## src/rtl/spf_pkg.sv

```systemverilog
// ----------------------------------------------------------------------------
// spf_pkg: shared types and constants of the packet framer
// Item and result structs, the queued command format and sequencer step codes.
// ----------------------------------------------------------------------------
package spf_pkg;

    localparam int unsigned MAX_PAYLOAD_DEF = 64;
    localparam int unsigned QUEUE_DEPTH_DEF = 4;
    localparam int unsigned LEN_W           = 7;
    localparam logic [15:0] FRAME_OVERHEAD  = 16'd16;

    typedef struct packed {
        logic             frame_start;
        logic [31:0]      message_id;
        logic [LEN_W-1:0] payload_length;
        logic             has_byte;
        logic [7:0]       data_byte;
    } item_t;

    typedef struct packed {
        logic [7:0] out_byte;
        logic       end_of_frame;
    } frame_byte_t;

    // One classified item, as handed from the front end to the sequencer.
    typedef struct packed {
        logic             start;
        logic [31:0]      id;
        logic [LEN_W-1:0] len;
        logic             pay;
        logic [7:0]       data;
        logic             close;
    } cmd_t;

    typedef logic [4:0] step_t;

    localparam step_t STEP_HDR_FIRST = 5'd0;
    localparam step_t STEP_HDR_WORD  = 5'd3;
    localparam step_t STEP_FLEN_LO   = 5'd4;
    localparam step_t STEP_FLEN_HI   = 5'd5;
    localparam step_t STEP_ID_FIRST  = 5'd6;
    localparam step_t STEP_ID_LAST   = 5'd9;
    localparam step_t STEP_PLEN_LO   = 5'd10;
    localparam step_t STEP_PLEN_PAD  = 5'd11;
    localparam step_t STEP_HDR_LAST  = 5'd13;
    localparam step_t STEP_PAYLOAD   = 5'd16;
    localparam step_t STEP_SUM_LO    = 5'd17;
    localparam step_t STEP_SUM_HI    = 5'd18;

    // The four-character frame marker, sent first.
    function automatic logic [7:0] header_byte(input logic [1:0] idx);
        logic [7:0] b;
        case (idx)
            2'd0:    b = 8'h48;
            2'd1:    b = 8'h43;
            2'd2:    b = 8'h5A;
            default: b = 8'h4E;
        endcase
        return b;
    endfunction

endpackage

```

## src/rtl/serial_packet_framer_sum16.sv

```systemverilog
// ----------------------------------------------------------------------------
// serial_packet_framer_sum16: byte-serial packet framer with 16-bit byte sum
// Classifies items, queues them, streams framed bytes one per cycle when unstalled.
// ----------------------------------------------------------------------------
// The first byte caused by an item passes through the command queue and then the
// output register. A start causes the fourteen header bytes, and closing the frame
// adds the two checksum bytes; the byte sequencer sends one byte per cycle while the
// output is not stalled, and the queue absorbs bursts meanwhile.
// Reset is asynchronous and active low: no frame open, queue empty, output idle.
// ----------------------------------------------------------------------------
module serial_packet_framer_sum16
    import spf_pkg::*;
#(
    parameter int unsigned MAX_PAYLOAD = MAX_PAYLOAD_DEF,
    parameter int unsigned QUEUE_DEPTH = QUEUE_DEPTH_DEF
)
(
    input  logic        clk,
    input  logic        rst_n,
    input  logic        item_valid,
    output logic        item_stall,
    input  item_t       item_data,
    output logic        frame_valid,
    input  logic        frame_stall,
    output frame_byte_t frame_data
);

    localparam int unsigned CNT_W = $clog2(QUEUE_DEPTH+1);

    // The front end decides, for every transfer, which bytes it will cause: the
    // fourteen header bytes on a start, a payload byte while the frame still
    // expects one, and the two checksum bytes once the last counted byte is in.
    // It keeps only the count of payload bytes still expected.
    cmd_t             push_cmd;
    cmd_t             head_cmd;
    logic             push;
    logic             pop;
    logic             q_full;
    logic             q_empty;
    logic [CNT_W-1:0] q_count;
    logic [LEN_W-1:0] remaining;

    spf_front #(
        .MAX_PAYLOAD (MAX_PAYLOAD)
    ) u_front (
        .clk        (clk),
        .rst_n      (rst_n),
        .item_valid (item_valid),
        .item_stall (item_stall),
        .item_data  (item_data),
        .q_full     (q_full),
        .push       (push),
        .cmd        (push_cmd),
        .remaining  (remaining)
    );

    // The queue lets the front end keep taking payload bytes while the
    // sequencer is still busy sending a header.
    spf_fifo #(
        .DEPTH (QUEUE_DEPTH)
    ) u_fifo (
        .clk    (clk),
        .rst_n  (rst_n),
        .push   (push),
        .wr_cmd (push_cmd),
        .pop    (pop),
        .head   (head_cmd),
        .full   (q_full),
        .empty  (q_empty),
        .count  (q_count)
    );

    // The sequencer owns the running sum, which a start resets, so a frame that
    // is abandoned by a new start simply never gets its checksum.
    spf_back u_back (
        .clk         (clk),
        .rst_n       (rst_n),
        .head        (head_cmd),
        .q_empty     (q_empty),
        .pop         (pop),
        .frame_valid (frame_valid),
        .frame_stall (frame_stall),
        .frame_data  (frame_data)
    );

    // The queue never holds more commands than it has entries.
    assert property (@(posedge clk) disable iff (!rst_n)
        q_count <= CNT_W'(QUEUE_DEPTH))
        else $error("command queue over-filled");

    // Every start transfer leaves at least one command queued for the sequencer.
    assert property (@(posedge clk) disable iff (!rst_n)
        (item_valid && !item_stall && item_data.frame_start) |=> !q_empty)
        else $error("start transfer produced no queued command");

    // The expected payload count stays within the clamped maximum.
    assert property (@(posedge clk) disable iff (!rst_n)
        {1'b0, remaining} <= 8'(MAX_PAYLOAD))
        else $error("payload count above maximum");

endmodule

```

## src/rtl/spf_front.sv

```systemverilog
// ----------------------------------------------------------------------------
// spf_front: item classifier
// Tracks the open frame and turns each accepted item into a queued command.
// ----------------------------------------------------------------------------
module spf_front
    import spf_pkg::*;
#(
    parameter int unsigned MAX_PAYLOAD = MAX_PAYLOAD_DEF
)
(
    input  logic             clk,
    input  logic             rst_n,
    input  logic             item_valid,
    output logic             item_stall,
    input  item_t            item_data,
    input  logic             q_full,
    output logic             push,
    output cmd_t             cmd,
    output logic [LEN_W-1:0] remaining
);

    logic [LEN_W-1:0] rem_reg;
    logic [LEN_W-1:0] rem_next;
    logic [LEN_W-1:0] len_sat;
    logic             accept;
    logic             emit;

    assign item_stall = q_full;
    assign accept     = item_valid && !q_full;
    assign push       = accept && emit;
    assign remaining  = rem_reg;

    // Lengths beyond the maximum are clamped, both in the header and the count.
    assign len_sat = ({1'b0, item_data.payload_length} > 8'(MAX_PAYLOAD))
                     ? LEN_W'(MAX_PAYLOAD) : item_data.payload_length;

    always_comb
    begin
        cmd      = '0;
        emit     = 1'b0;
        rem_next = rem_reg;
        cmd.id   = item_data.message_id;
        cmd.len  = len_sat;
        cmd.data = item_data.data_byte;
        if (item_data.frame_start)
        begin
            cmd.start = 1'b1;
            emit      = 1'b1;
            if (len_sat == '0)
            begin
                cmd.close = 1'b1;
                rem_next  = '0;
            end
            else if (item_data.has_byte)
            begin
                cmd.pay   = 1'b1;
                cmd.close = (len_sat == LEN_W'(1));
                rem_next  = len_sat - LEN_W'(1);
            end
            else
            begin
                rem_next = len_sat;
            end
        end
        else if (item_data.has_byte && (rem_reg != '0))
        begin
            cmd.pay   = 1'b1;
            emit      = 1'b1;
            cmd.close = (rem_reg == LEN_W'(1));
            rem_next  = rem_reg - LEN_W'(1);
        end
    end

    always_ff @(posedge clk or negedge rst_n)
    begin
        if (!rst_n)
        begin
            rem_reg <= '0;
        end
        else if (accept)
        begin
            rem_reg <= rem_next;
        end
    end

endmodule

```

## src/rtl/spf_fifo.sv

```systemverilog
// ----------------------------------------------------------------------------
// spf_fifo: command queue
// Small register queue between the classifier and the byte sequencer.
// ----------------------------------------------------------------------------
module spf_fifo
    import spf_pkg::*;
#(
    parameter int unsigned DEPTH = QUEUE_DEPTH_DEF
)
(
    input  logic                     clk,
    input  logic                     rst_n,
    input  logic                     push,
    input  cmd_t                     wr_cmd,
    input  logic                     pop,
    output cmd_t                     head,
    output logic                     full,
    output logic                     empty,
    output logic [$clog2(DEPTH+1)-1:0] count
);

    // DEPTH must be a power of two of at least two, so the pointers wrap.
    localparam int unsigned PTR_W = $clog2(DEPTH);
    localparam int unsigned CNT_W = $clog2(DEPTH+1);

    cmd_t             mem_reg [DEPTH];
    logic [PTR_W-1:0] wr_ptr_reg;
    logic [PTR_W-1:0] rd_ptr_reg;
    logic [CNT_W-1:0] count_reg;
    logic [CNT_W-1:0] count_next;

    assign head  = mem_reg[rd_ptr_reg];
    assign full  = (count_reg == CNT_W'(DEPTH));
    assign empty = (count_reg == '0);
    assign count = count_reg;

    always_comb
    begin
        count_next = count_reg;
        if (push && !pop)
        begin
            count_next = count_reg + CNT_W'(1);
        end
        else if (pop && !push)
        begin
            count_next = count_reg - CNT_W'(1);
        end
    end

    always_ff @(posedge clk or negedge rst_n)
    begin
        if (!rst_n)
        begin
            wr_ptr_reg <= '0;
            rd_ptr_reg <= '0;
            count_reg  <= '0;
        end
        else
        begin
            if (push)
            begin
                wr_ptr_reg <= wr_ptr_reg + PTR_W'(1);
            end
            if (pop)
            begin
                rd_ptr_reg <= rd_ptr_reg + PTR_W'(1);
            end
            count_reg <= count_next;
        end
    end

    always_ff @(posedge clk)
    begin
        if (push)
        begin
            mem_reg[wr_ptr_reg] <= wr_cmd;
        end
    end

endmodule

```

## src/rtl/spf_back.sv

```systemverilog
// ----------------------------------------------------------------------------
// spf_back: byte sequencer
// Walks each queued command through its wire bytes, keeps the running sum and
// drives the output register.
// ----------------------------------------------------------------------------
module spf_back
    import spf_pkg::*;
(
    input  logic        clk,
    input  logic        rst_n,
    input  cmd_t        head,
    input  logic        q_empty,
    output logic        pop,
    output logic        frame_valid,
    input  logic        frame_stall,
    output frame_byte_t frame_data
);

    logic        started_reg;
    logic        started_next;
    step_t       step_reg;
    step_t       step_next;
    step_t       cur_step;
    logic [15:0] sum_reg;
    logic [15:0] sum_next;
    logic [15:0] sum_base;
    logic [15:0] flen;
    logic [1:0]  id_idx;
    logic [7:0]  cur_byte;
    logic        is_last;
    logic        fire;
    logic        out_valid_reg;
    frame_byte_t out_data_reg;

    assign frame_valid = out_valid_reg;
    assign frame_data  = out_data_reg;

    assign fire = !q_empty && (!out_valid_reg || !frame_stall);
    assign pop  = fire && is_last;

    // A fresh command starts at its first byte; later bytes follow the stored step.
    always_comb
    begin
        if (started_reg)
        begin
            cur_step = step_reg;
        end
        else if (head.start)
        begin
            cur_step = STEP_HDR_FIRST;
        end
        else if (head.pay)
        begin
            cur_step = STEP_PAYLOAD;
        end
        else
        begin
            cur_step = STEP_SUM_LO;
        end
    end

    always_comb
    begin
        is_last = (cur_step == STEP_SUM_HI)
               || ((cur_step == STEP_PAYLOAD) && !head.close)
               || ((cur_step == STEP_HDR_LAST) && !head.pay && !head.close);
        if (cur_step == STEP_HDR_LAST)
        begin
            step_next = head.pay ? STEP_PAYLOAD : STEP_SUM_LO;
        end
        else if (cur_step == STEP_PAYLOAD)
        begin
            step_next = STEP_SUM_LO;
        end
        else
        begin
            step_next = cur_step + step_t'(1);
        end
        started_next = !is_last;
    end

    assign flen   = FRAME_OVERHEAD + 16'(head.len);
    assign id_idx = 2'(cur_step - STEP_ID_FIRST);

    always_comb
    begin
        unique case (cur_step) inside
            [STEP_HDR_FIRST:STEP_HDR_WORD]: cur_byte = header_byte(cur_step[1:0]);
            STEP_FLEN_LO:                   cur_byte = flen[7:0];
            STEP_FLEN_HI:                   cur_byte = flen[15:8];
            [STEP_ID_FIRST:STEP_ID_LAST]:   cur_byte = head.id[8*id_idx +: 8];
            STEP_PLEN_LO:                   cur_byte = 8'(head.len);
            [STEP_PLEN_PAD:STEP_HDR_LAST]:  cur_byte = 8'h00;
            STEP_PAYLOAD:                   cur_byte = head.data;
            STEP_SUM_LO:                    cur_byte = sum_reg[7:0];
            STEP_SUM_HI:                    cur_byte = sum_reg[15:8];
            default:                        cur_byte = 8'h00;
        endcase
    end

    // Every byte up to and including the payload counts; the checksum does not.
    assign sum_base = (cur_step == STEP_HDR_FIRST) ? 16'd0 : sum_reg;
    assign sum_next = (cur_step <= STEP_PAYLOAD) ? (sum_base + 16'(cur_byte)) : sum_reg;

    always_ff @(posedge clk or negedge rst_n)
    begin
        if (!rst_n)
        begin
            started_reg   <= 1'b0;
            step_reg      <= STEP_HDR_FIRST;
            sum_reg       <= '0;
            out_valid_reg <= 1'b0;
        end
        else
        begin
            if (fire)
            begin
                started_reg   <= started_next;
                step_reg      <= step_next;
                sum_reg       <= sum_next;
                out_valid_reg <= 1'b1;
            end
            else if (!frame_stall)
            begin
                out_valid_reg <= 1'b0;
            end
        end
    end

    always_ff @(posedge clk)
    begin
        if (fire)
        begin
            out_data_reg.out_byte     <= cur_byte;
            out_data_reg.end_of_frame <= (cur_step == STEP_SUM_HI);
        end
    end

endmodule
```

## config.mk

```make
export PLATFORM = sky130hd
export DESIGN_NAME = serial_packet_framer_sum16
export DESIGN_NICKNAME = d
export VERILOG_FILES = /design/src/rtl/spf_pkg.sv /design/src/rtl/serial_packet_framer_sum16.sv /design/src/rtl/spf_front.sv /design/src/rtl/spf_fifo.sv /design/src/rtl/spf_back.sv
export SDC_FILE = /design/constraint.sdc
export NUM_CORES = 1
export LEC_CHECK = 0
export BUFFER_PORTS_ARGS = -buffer_cell sky130_fd_sc_hd__clkbuf_2
export CAP_MARGIN = 20
export CORE_MARGIN = 5
export CORE_UTILIZATION = 55
export DETAILED_ROUTE_END_ITERATION = 8
export HOLD_SLACK_MARGIN = 0.08
export PLACE_DENSITY = 0.71
export SKIP_LAST_GASP = 1
export SLEW_MARGIN = 40
export SYNTH_ARGS = -nofsm -noshare
export SYNTH_HDL_FRONTEND = slang
export SYNTH_SLANG_ARGS = --single-unit
```

## constraint.sdc

```tcl
create_clock -name clk -period 9.05 [get_ports clk]
set_input_delay 0.4525 -clock clk [delete_from_list [all_inputs] [get_ports clk]]
set_output_delay 0.4525 -clock clk [all_outputs]
set_load 0.01 [all_outputs]
```

# --- Yosys cells after proc, flatten, opt, wreduce, memory -nomap -nowiden ---
# Memory sizes are Yosys's and may differ from the RTL's.
# Cells that the tools add are included.
op_classes:
  addsub: 10
  order_cmp: 6
  n_eq_ne: 13
  shifts: 1
  mux: 29
  reduce_logical: 33
ops:
  columns: ["cell", "count"]
  rows:
  - ["one-hot mux 8 bit (8 select lines)", 1]
  - ["two-way mux 7 bit", 5]
  - ["indexed part select 32 x 6 -> 8 bit", 1]
  - ["two-way mux 5 bit", 4]
  - ["adder 16 x 8 -> 16 bit", 1]
  - ["two-way mux 16 bit", 1]
  - ["== test 5 bit, second input constant", 3]
  - ["two-way mux 1 bit", 15]
  - ["one-hot mux 5 bit (3 select lines)", 1]
  - ["== test 7 x 1 -> 1 bit, second input constant", 2]
  - ["subtractor 7 x 1 -> 7 bit, second input constant", 2]
  - ["logical AND 1 bit", 12]
  - ["== test 5 x 3 -> 1 bit, second input constant", 2]
  - ["== test 5 x 4 -> 1 bit, second input constant", 2]
  - ["zero test 1 bit", 9]
  - ["adder 5 x 7 -> 8 bit, first input constant", 1]
  - ["> comparator 7 bit, second input constant", 1]
  - ["zero test 7 bit", 1]
  - ["nonzero test 7 bit", 1]
  - ["two-way mux 3 bit", 2]
  - ["adder 5 x 1 -> 5 bit, second input constant", 1]
  - [">= comparator 5 x 1 -> 1 bit, second input constant", 1]
  - [">= comparator 5 x 3 -> 1 bit, second input constant", 1]
  - ["less-or-equal comparator 5 x 2 -> 1 bit, second input constant", 1]
  - ["other kinds (16)", 21]
totals:
  regBits: 46
  mem_bits_rw: 200
  input_bits: 53
  mem_count: 1
memory_table:
  columns: ["name", "words", "word_bits", "read_ports", "rd_clocked_by_memory_dff", "wr", "line_no", "text"]
  rows:
  - ["u_fifo.mem_reg", 4, 50, 1, 0, 1, "spf_fifo.sv:26", "cmd_t mem_reg [DEPTH];"]

# --- Depth between registers and ports, before layout ---
# Gate-level depths: netlist of the first run.
# An unclocked memory read counts as a cell.
logic_depth:
  word_depth: 12
  mapped_depth: 21
  ltp_nobuf: 19

# --- Modules after synthesis ---
# From an unflattened synthesis of the first run, not the netlist that was laid out.
hier_totals:
  cells_unflattened: 725
  hier_area_um2: 11372.2
by_module_without_submodules:
  columns: ["mod", "n_inst", "cells_each", "area_per_inst_um2", "seq_area_each_um2"]
  rows:
  - ["spf_fifo", 1, 296, 7669.9, 6180.9]
  - ["spf_back", 1, 278, 2524.9, 845.8]
  - ["spf_front", 1, 151, 1177.4, 175.2]

# --- Least setup slack after synthesis of the first run ---
# No wires, ideal clock.
synth_path:
  kind: "reg2reg"
  startpoint: "reg u_fifo.rd_ptr_reg[0]"
  endpoint: "reg u_back.sum_reg[13]"
  arrival_time_ps: 4522
  slack_ps: 4449
  path_stages_with_launch: 20
  path_buffers: 2
  synth_period_minus_slack_ps: 4601
  cell_sequence: "dfrtp_1 > buf_6 > mux4_2 > o31ai_4 > buf_2 > inv_1 > ha_1 > nand3b_1 > a21oi_1 > a21oi_1 > a21oi_1 > a21oi_1 > o2111ai_1 > ha_1 > a211oi_1 > o21ai_0 > a2111oi_0 > and3b_1 > o2111ai_1 > mux2i_1"
synth_between:
  elab_chain_cells: 8
  elab_cells_between_ends: 29
  classes_between: "add/sub: 3; order compare: 5; eq/ne: 8; shift: 1; mux: 6; reduce/logical: 5; memory: 1"
synth_lines:
  columns: ["element", "line_no", "text"]
  rows:
  - ["start, declared", "spf_fifo.sv:28", "logic [PTR_W-1:0] rd_ptr_reg;"]
  - ["start signal, assigned", "spf_fifo.sv:66", "rd_ptr_reg <= rd_ptr_reg + PTR_W'(1);"]
  - ["memory (4 x 50 bit) *", null, null]
  - ["two-way mux 1 bit", "spf_back.sv:52", "else if (head.pay)"]
  - ["two-way mux 5 bit", "spf_back.sv:48", "else if (head.start)"]
  - ["two-way mux 5 bit", "spf_back.sv:44", "if (started_reg)"]
  - ["subtractor 2 bit (tied with other cells)", "spf_back.sv:83", "assign id_idx = 2'(cur_step - STEP_ID_FIRST);"]
  - ["indexed part select 32 x 6 -> 8 bit (tied with other cells)", "spf_back.sv:91", "[STEP_ID_FIRST:STEP_ID_LAST]: cur_byte = head.id[8*id_idx +: 8];"]
  - ["one-hot mux 8 bit (8 select lines) *", "spf_back.sv:87", "unique case (cur_step) inside"]
  - ["named net u_back.cur_byte[1]", "spf_back.sv:29", "logic [7:0] cur_byte;"]
  - ["adder 16 x 8 -> 16 bit *", "spf_back.sv:103", "assign sum_next = (cur_step <= STEP_PAYLOAD) ? (sum_base + 16'(cur_byte)) : sum_reg;"]
  - ["end signal, assigned", "spf_back.sv:120", "sum_reg <= sum_next;"]
  - ["end, declared", "spf_back.sv:24", "logic [15:0] sum_reg;"]
# Mark *: on every way through the listed nets, which the timed path passes. The rest lies on a longest branch.
# A chain may end at the register's enable or synchronous reset.

# --- Final worst setup path of the first run ---
layout_path:
  startpoint: "reg u_fifo.rd_ptr_reg[1]"
  endpoint: "reg u_back.sum_reg[13]"
# The elaborated chain is that of the path after synthesis.

==> out/metrics.cfg, run 1 <==
[status]
status = finished clean

[timing]
max_slew_margin_pct = 48.3
worst_pin_slew_ns = 0.776
finalSetupTns_ns = 0
rsz0062_at_grt = false
fmax_ghz = 0.169
timing.final.crit_period_ns = 5.90
period_share_pct = 65.2
maxSlewViolCount = 0
setup_viol = 0
finalHoldViolations = 0
clock_skew_ns = 0.0258

[global_route]
antenna_found_initial = 0
grt.overflow.total = 0
grt_max_degree = 51
grt_pass1_wl_um = 35300
grt_use_total_pct = 19.7
grt_pass1_vias = 6571

[clock_network]
cts_setup_buffers = 0
htreeDepth = 1
clockRootBuffer = clkbuf_16
cts_tree = done
cts_buffers = 25
cts_resized = 0
worst_skew_pair.late_latency_ns = 0.52
path_clk_slew_ns = 0.06
cts.sinks = 246
cts_max_path_buffers = 3

[synthesis]
avgSynthCellArea_um2 = 15.4
ys_seq_elements = 246
ys_seq_area_share_pct = 65.8
synth_top_area_share_pct = 57.3
dominantRegCellSynth = edfxtp_1
synth_top_cell_by_area = edfxtp_1
syn_area_um2 = 11000
synth_nets = 790
synth_warnings = 0
synth_cells = 710
synth.area.top_cells = edfxtp_1 57%, mux4_2 11%, dfrtp_1 8.5%
async_flop_share_pct = 15.0
synth.distinct_cells = 59
synth-edff-count = 209

[detailed_routing]
route.vias.total = 6282
drtAntennaViolNets = 0
drt-wirelength-per-cell_um = 20.1
drt-initial-drc-count = 456
totalWireLength_um = 21200
dr.pass1.iters = 5
drc = 0
routed_via_density = 5.94

[pwr]
peakVddDrop_mv = 0.206
power_density_nw_per_um2 = 338
p_leak_nw = 4.40

[hold_path]
hold_path.class = in2reg
hold_path_end = u_fifo.mem_reg[3][7]
hp-start = item_data[6]
holdPathStages = 1

[cells_and_area]
layout_commonest_cell = edfxtp_1
diodes = 0
layout.cell_area.non_filler_um2 = 12300
multiInputGateArea_um2 = 3550
largest_register_ffs = 200
fillers = 1449
layout.nets = 854
layout_common_cells = 209 x edfxtp_1, 74 x nand2_1, 62 x clkbuf_2, 52 x mux4_2
drive_gt1_share_pct = 22.3
area.growth.synth_to_final_pct = 12.2
ff_latch_area_um2 = 7210

[die]
dieArea_um2 = 22800
ios = 64
coreArea_um2 = 19500
dieWidth_um = 151
chipHeight_um = 151
num_rows = 51
start_util_pct = 56.1

[placement]
numPortBuffers = 63
place_area_um2 = 11500
place.gp.congestion = 0.946
dp_hpwl_um = 13800

[worst_setup_path]
r2r_slack_ns = 3.15
worstPathRequired_ns = 9.49
reg2reg_depth = 19
critPathArrivalTime_ns = 6.35
startpoint_type = flop
r2r-start = u_fifo.rd_ptr_reg[1]
critPathKind = reg2reg
r2r_end = u_back.sum_reg[13]
endpoint_kind = flop
crit_fanout = 34

[flow_run]
maxCapViolCount = 0

-- synth_stat cells, drive strengths merged, types with 3 or more instances --
cell     number
a21o          5
a21oi        25
a22o          5
a22oi         8
a31oi         6
and2         15
and3          3
buf          16
clkbuf       18
dfrtp        37
edfxtp      209
ha           25
inv          16
mux2          7
mux2i         4
mux4         53
nand2        74
nand2b        4
nand3        17
nand3b        6
nand4         6
nor2         22
nor2b         7
nor3         12
nor3b         3
o2111ai       5
o211ai        5
o21ai        35
o21bai        3
o22ai         3
o31ai         4
or2           3
or3           4
xnor2        10
xor2         11
-- cell type report --
cell class,instances,area share [%]
clock buffers,33,5.42
clock inverters,12,0.713
inverters,16,0.489
multi-input cells,414,28.9
flip-flops and latches,246,58.7
well taps,265,2.70
repair buffers,71,3.13
-- report_power, final --
group	switching, mW	internal (mW)
logic	0.914	0.663
clock network	0.394	0.545
registers	0.141	1.50
total	1.45	2.70
-- metal layers --
layer | part of all wire, % | vias to the layer above | wire length [um] | global-route usage, %
met3 | 6.2 | 33 | 1310 | 3.29
li1 | - | 2889 | - | -
met4 | 1.7 | 0 | 356 | 4.44
met1 | 44 | 3165 | 9440 | 29.2
met2 | 48 | 195 | 10100 | 31.2
met5 | 0 | - | 0 | 0
-- how the worst max path moves through the flow --
stage / from / to / slack [ns] / depth (start not counted)
after floorplan: u_fifo.rd_ptr_reg[0] / u_back.sum_reg[13] / 4.45 / 19
after global placement: u_fifo.rd_ptr_reg[1] / u_back.sum_reg[13] / 3.33 / 19
after detailed placement: u_fifo.rd_ptr_reg[1] / u_back.sum_reg[13] / 3.21 / 19
after CTS: u_fifo.rd_ptr_reg[1] / u_back.sum_reg[13] / 3.21 / 19
after global routing: u_fifo.rd_ptr_reg[1] / u_back.sum_reg[13] / 2.55 / 19
final: u_fifo.rd_ptr_reg[1] / u_back.sum_reg[13] / 3.15 / 19
-- kinds of logic after synthesis --
logic type	count (synthesis)	synth area share [%]
compound gates	117	6.99
xor+xnor	21	1.68
fa+ha+maj	27	3.22
buf+inv	50	1.92
flops	246	65.8
mux	64	12.1
simple gates	185	8.36
-- repair_timing --
item                       4_1_cts  5_1_grt
setup endpoints to repair        0        0
hold buffers                     1        0
hold endpoints to repair        37        0
-- worst max-delay path, stage by stage, from the launching register on --
cell and delay [ns]:
dfrtp_2 0.72, buf_4 0.53, mux4_2 0.46, o31ai_4 0.57
buf_4 0.29, inv_1 0.09, ha_1 0.22, nand3b_1 0.14
a21oi_1 0.15, a21oi_1 0.15, a21oi_1 0.06, a21oi_1 0.22
o2111ai_1 0.19, ha_1 0.34, a211oi_1 0.23, o21ai_0 0.20
a2111oi_0 0.55, and3b_1 0.29, o2111ai_1 0.22, mux2i_1 0.20
-- metrics by stage --
stage | power, mW | cells | hold WS [ns] | setup slack (ns) | utilization, %
6_report | 4.15 | 1057 | 0.145 | 3.15 | 62.9
5_1_grt | 4.43 | 1057 | 0.137 | 2.55 | 62.9
4_1_cts | 4.19 | 1057 | 0.129 | 3.21 | 62.9
3_5_place_dp | 3.24 | 1011 | 0.481 | 3.21 | 59.0
3_3_place_gp | 3.19 | 1011 | 0.471 | 3.33 | 58.9
2_1_floorplan | 2.82 | 710 | 0.157 | 4.45 | -
Note: power is estimated with default switching activity, not from simulation.
==> run 2, diff against run 1 <==
- clock period: 9.05 -> 5.9 ns (I/O delays scaled with it)
==> out/metrics.cfg, run 2 (synthesis gave the netlist of run 1 again) <==
[status]
status = finished clean

[worst_setup_path]
critPathArrivalTime_ns = 5.68
reg2reg_depth = 18
startpoint_type = flop
crit_fanout = 21
critPathKind = reg2reg
endpoint_kind = flop
r2r_end = u_back.sum_reg[13]
worstPathRequired_ns = 6.35
r2r_slack_ns = 0.66
r2r-start = u_fifo.rd_ptr_reg[0]

[detailed_routing]
drtAntennaViolNets = 0
totalWireLength_um = 22500
route.vias.total = 6412
drt-wirelength-per-cell_um = 20.4
drt-initial-drc-count = 397
drc = 0
dr.pass1.iters = 4
routed_via_density = 5.81

[clock_network]
clockRootBuffer = clkbuf_16
cts.sinks = 246
worst_skew_pair.late_latency_ns = 0.53
cts_buffers = 25
htreeDepth = 1
cts_setup_buffers = 0
path_clk_slew_ns = 0.06
cts-hold-fix-buffers = 42
cts_resized = 0
cts_tree = done
cts_max_path_buffers = 3

[placement]
place_inst = 1016
place.gp.congestion = 0.918
pre_cts_slack_ns = 0.768
numPortBuffers = 63
dp_hpwl_um = 14400

[cells_and_area]
largest_register_ffs = 200
area.growth.synth_to_final_pct = 16.6
layout.cells.non_filler = 1104
utilization_pct = 65.4
drive_gt1_share_pct = 21.8
fillers = 1398
layout.nets = 900
layout_commonest_cell = edfxtp_1
layout_common_cells = 209 x edfxtp_1, 74 x nand2_1, 63 x clkbuf_2, 52 x mux4_2, 42 x dlygate4sd3_1
diodes = 0

[global_route]
grt_pass1_wl_um = 36200
grt_use_total_pct = 20.5
grt.overflow.total = 0
grt_max_degree = 51
antenna_found_initial = 0
grt_pass1_vias = 6704

[timing]
setup_viol = 0
fmax_ghz = 0.191
finalSetupTns_ns = 0
rsz0062_at_grt = false
max_slew_margin_pct = 47.6
setup_slack_ns = 0.664
timing.final.crit_period_ns = 5.24
maxSlewViolCount = 0
worst_pin_slew_ns = 0.785
clock_skew_ns = 0.0133
period_share_pct = 88.7
finalHoldViolations = 0

[die]
start_util_pct = 56.1
chipHeight_um = 151
dieWidth_um = 151
coreArea_um2 = 19500
dieArea_um2 = 22800
num_rows = 51
ios = 64

[pwr]
p_leak_nw = 4.60
swShare_pct = 35.2
power_density_nw_per_um2 = 511
p_seq_share_pct = 38.8
clkPwrFrac_pct = 23.3
power_switching_mw = 2.29
peakVddDrop_mv = 0.356
fin_total_pwr_mw = 6.52
power_frac_comb_pct = 37.9
p_int_mw = 4.22

[hold_path]
holdPathStages = 1
hold_path_end = u_fifo.mem_reg[2][16]
hp-start = item_data[15]
hold_path.class = in2reg

[flow_run]
maxCapViolCount = 0

run 2: cell count changes in the layout (fill, tap and decap cells not counted), sizes merged:
cell / before / now
buf: 7 / 12
clkbuf: 96 / 100
clkinv: 9 / 4
clkinvlp: 1 / 2
dlygate4sd3: 1 / 42
inv: 17 / 18
run 2: worst max-delay path by stage:
| stage | start | to | slack [ns] | depth (start not counted) |
|---|---|---|---|---|
| after global placement | u_fifo.rd_ptr_reg[0] | u_back.sum_reg[13] | 0.88 | 18 |
| after floorplan | u_fifo.rd_ptr_reg[0] | u_back.sum_reg[13] | 1.30 | 19 |
| after global routing | u_fifo.rd_ptr_reg[0] | u_back.sum_reg[13] | 0.28 | 18 |
| after CTS | u_fifo.rd_ptr_reg[0] | u_back.sum_reg[13] | 0.71 | 18 |
| after detailed placement | u_fifo.rd_ptr_reg[0] | u_back.sum_reg[13] | 0.77 | 18 |
| final | u_fifo.rd_ptr_reg[0] | u_back.sum_reg[13] | 0.66 | 18 |
run 2: power groups by stage:
stage,clock network (mW),logic [mW],registers [mW]
floorplan,0,1.87,2.46
global placement,0,2.41,2.54
detailed placement,0,2.44,2.56
CTS,1.55,2.48,2.53
global route,1.62,2.72,2.57
finish,1.52,2.47,2.53
run 2: per-layer routing:
layer  global-route usage [%]  wire length [um]
met1                     29.8              9900
met2                     34.0             11200
met3                     2.69              1050
met4                     4.35               370
met5                        0                 0
run 2: worst max-delay path, cell delays in order (launching register included):
cell	delay (ns)
dfrtp_4	0.69
mux4_2	0.63
o31ai_4	0.25
buf_4	0.24
inv_1	0.11
ha_1	0.28
nand3b_1	0.11
a21oi_1	0.13
a21oi_1	0.17
a21oi_1	0.06
a21oi_1	0.17
o2111ai_1	0.19
ha_1	0.35
a211oi_1	0.25
o21ai_0	0.20
a2111oi_0	0.59
and3b_1	0.30
o2111ai_1	0.23
mux2i_1	0.20
run 2: area by class of cell:
type	instances	area, um^2	area share (%)
Tap cell	265	332	2.60
Clock inverter	9	96.3	0.755
Inverter	16	60.1	0.470
Clock buffer	37	701	5.49
Timing Repair Buffer	117	826	6.47
Multi-Input combinational cell	414	3540	27.8
Sequential cell	246	7210	56.5
run 2: per-stage QoR:
step	area (um^2)	hold slack, ns
3_3_place_gp	11500	0.389
3_5_place_dp	11500	0.388
6_report	12800	0.161
2_1_floorplan	11000	-0.000591
5_1_grt	12800	0.173
4_1_cts	12800	0.128
==> run 3, diff against run 2 <==
- CORE_MARGIN: 5 -> 3
- PLACE_DENSITY: 0.71 -> 0.73
==> out/metrics.cfg, run 3 (synthesis gave the netlist of run 1 again) <==
[clock_network]
path_clk_slew_ns = 0.06
htreeDepth = 1
clockRootBuffer = clkbuf_16
cts_setup_buffers = 0
cts-hold-fix-buffers = 42
cts.sinks = 246
worst_skew_pair.late_latency_ns = 0.52
cts_buffers = 26
cts_resized = 0
cts_tree = done
cts_max_path_buffers = 3

[detailed_routing]
drc = 0
drt-wirelength-per-cell_um = 21.0
dr.pass1.iters = 5
drtAntennaViolNets = 0
totalWireLength_um = 23100
drt-initial-drc-count = 467
routed_via_density = 5.97
route.vias.total = 6577

[timing]
maxSlewViolCount = 0
timing.final.crit_period_ns = 4.77
worst_pin_slew_ns = 0.882
fmax_ghz = 0.210
clock_skew_ns = 0.0179
rsz0062_at_grt = false
setup_viol = 0
finalSetupTns_ns = 0
period_share_pct = 80.8
max_slew_margin_pct = 40.6
finalHoldViolations = 0

[worst_setup_path]
reg2reg_depth = 15
worstSetupStartpoint = u_back.started_reg
r2r_slack_ns = 1.13
startpoint_type = flop
r2r-start = u_back.started_reg
critPathKind = reg2reg
r2r_end = u_back.sum_reg[13]
worstPathRequired_ns = 6.33
crit_fanout = 16
endpoint_kind = flop
critPathArrivalTime_ns = 5.20

[hold_path]
hold_path.class = in2reg
hold_path_end = u_fifo.mem_reg[0][16]
hp-start = item_data[15]
holdPathStages = 1

[pwr]
power_frac_comb_pct = 37.7
power_density_nw_per_um2 = 519
clkPwrFrac_pct = 24.8
power_switching_mw = 2.30
swShare_pct = 34.4
p_seq_share_pct = 37.5
p_leak_nw = 4.65
p_int_mw = 4.37
peakVddDrop_mv = 0.303
fin_total_pwr_mw = 6.67

[cells_and_area]
area.growth.synth_to_final_pct = 17.3
diodes = 0
largest_register_ffs = 200
layout_commonest_cell = edfxtp_1
fillers = 1336
layout.nets = 902
layout.cell_area.non_filler_um2 = 12800
layout_common_cells = 209 x edfxtp_1, 74 x nand2_1, 63 x clkbuf_2, 52 x mux4_2, 42 x dlygate4sd3_1
drive_gt1_share_pct = 22.0

[global_route]
grt_pass1_vias = 6711
grt_max_degree = 51
grt_use_total_pct = 21.5
grt_pass1_wl_um = 36800
grt.overflow.total = 0
antenna_found_initial = 0

[placement]
place.gp.congestion = 0.939
dp_hpwl_um = 14600
numPortBuffers = 63
place_area_um2 = 11500

[die]
coreArea_um2 = 19100
dieArea_um2 = 21600
num_rows = 50
dieWidth_um = 147
ios = 64
chipHeight_um = 147
start_util_pct = 57.2

[status]
status = finished clean

[flow_run]
maxCapViolCount = 0

## run 3: critical path, stage by stage, from the launching register on
cell and delay [ns]:
dfrtp_1 0.64, and2_1 0.50, inv_1 0.40, ha_1 0.35, and2_1 0.25, nand2_1 0.11
a21oi_1 0.06, a21oi_1 0.19, o2111ai_1 0.18, ha_1 0.34, a211oi_1 0.22, o21ai_0 0.18
a2111oi_0 0.53, and3b_1 0.29, o2111ai_1 0.22, mux2i_1 0.22
## run 3: layout make-up
| class | instances | area, um^2 | share of cell area [%] |
|---|---|---|---|
| clock buffer | 37 | 713 | 5.55 |
| sequential | 246 | 7210 | 56.1 |
| timing repair buffer | 118 | 833 | 6.49 |
| inverter | 16 | 60.1 | 0.468 |
| multi-input combinational | 414 | 3540 | 27.6 |
| clock inverter | 11 | 163 | 1.27 |
| tap | 260 | 325 | 2.53 |
## run 3: how the worst max path moves through the flow
| stage | to | slack (ns) | cells past startpoint |
|---|---|---|---|
| global route | u_back.sum_reg[13] | 0.76 | 15 |
| floorplan | u_back.sum_reg[13] | 1.30 | 19 |
| CTS | u_back.sum_reg[13] | 1.21 | 16 |
| finish | u_back.sum_reg[13] | 1.13 | 15 |
| global placement | u_back.sum_reg[13] | 1.32 | 18 |
| detailed placement | u_back.sum_reg[13] | 1.23 | 16 |
## run 3: power groups by stage
stage          Combinational (mW)  Sequential (mW)  Clock, mW
2_1_floorplan                1.87             2.46          0
3_3_place_gp                 2.45             2.50          0
3_5_place_dp                 2.49             2.52          0
4_1_cts                      2.53             2.49       1.68
5_1_grt                      2.75             2.53       1.76
6_report                     2.51             2.50       1.66
## run 3: metrics by stage
stage / hold WS, ns / worst slack (ns) / cells / utilization (%)
floorplan: -0.000591 / 1.30 / 710 / -
global placement: 0.402 / 1.32 / 1012 / 60.3
detailed placement: 0.406 / 1.23 / 1012 / 60.3
CTS: 0.148 / 1.21 / 1102 / 67.1
global route: 0.173 / 0.761 / 1102 / 67.1
finish: 0.155 / 1.13 / 1102 / 67.1
## run 3: layer usage
metal | global-route usage, % | share of wire (%)
met1 | 30.6 | 43
met2 | 36.2 | 50
met3 | 2.99 | 5.1
met4 | 4.94 | 1.9
met5 | 0 | 0
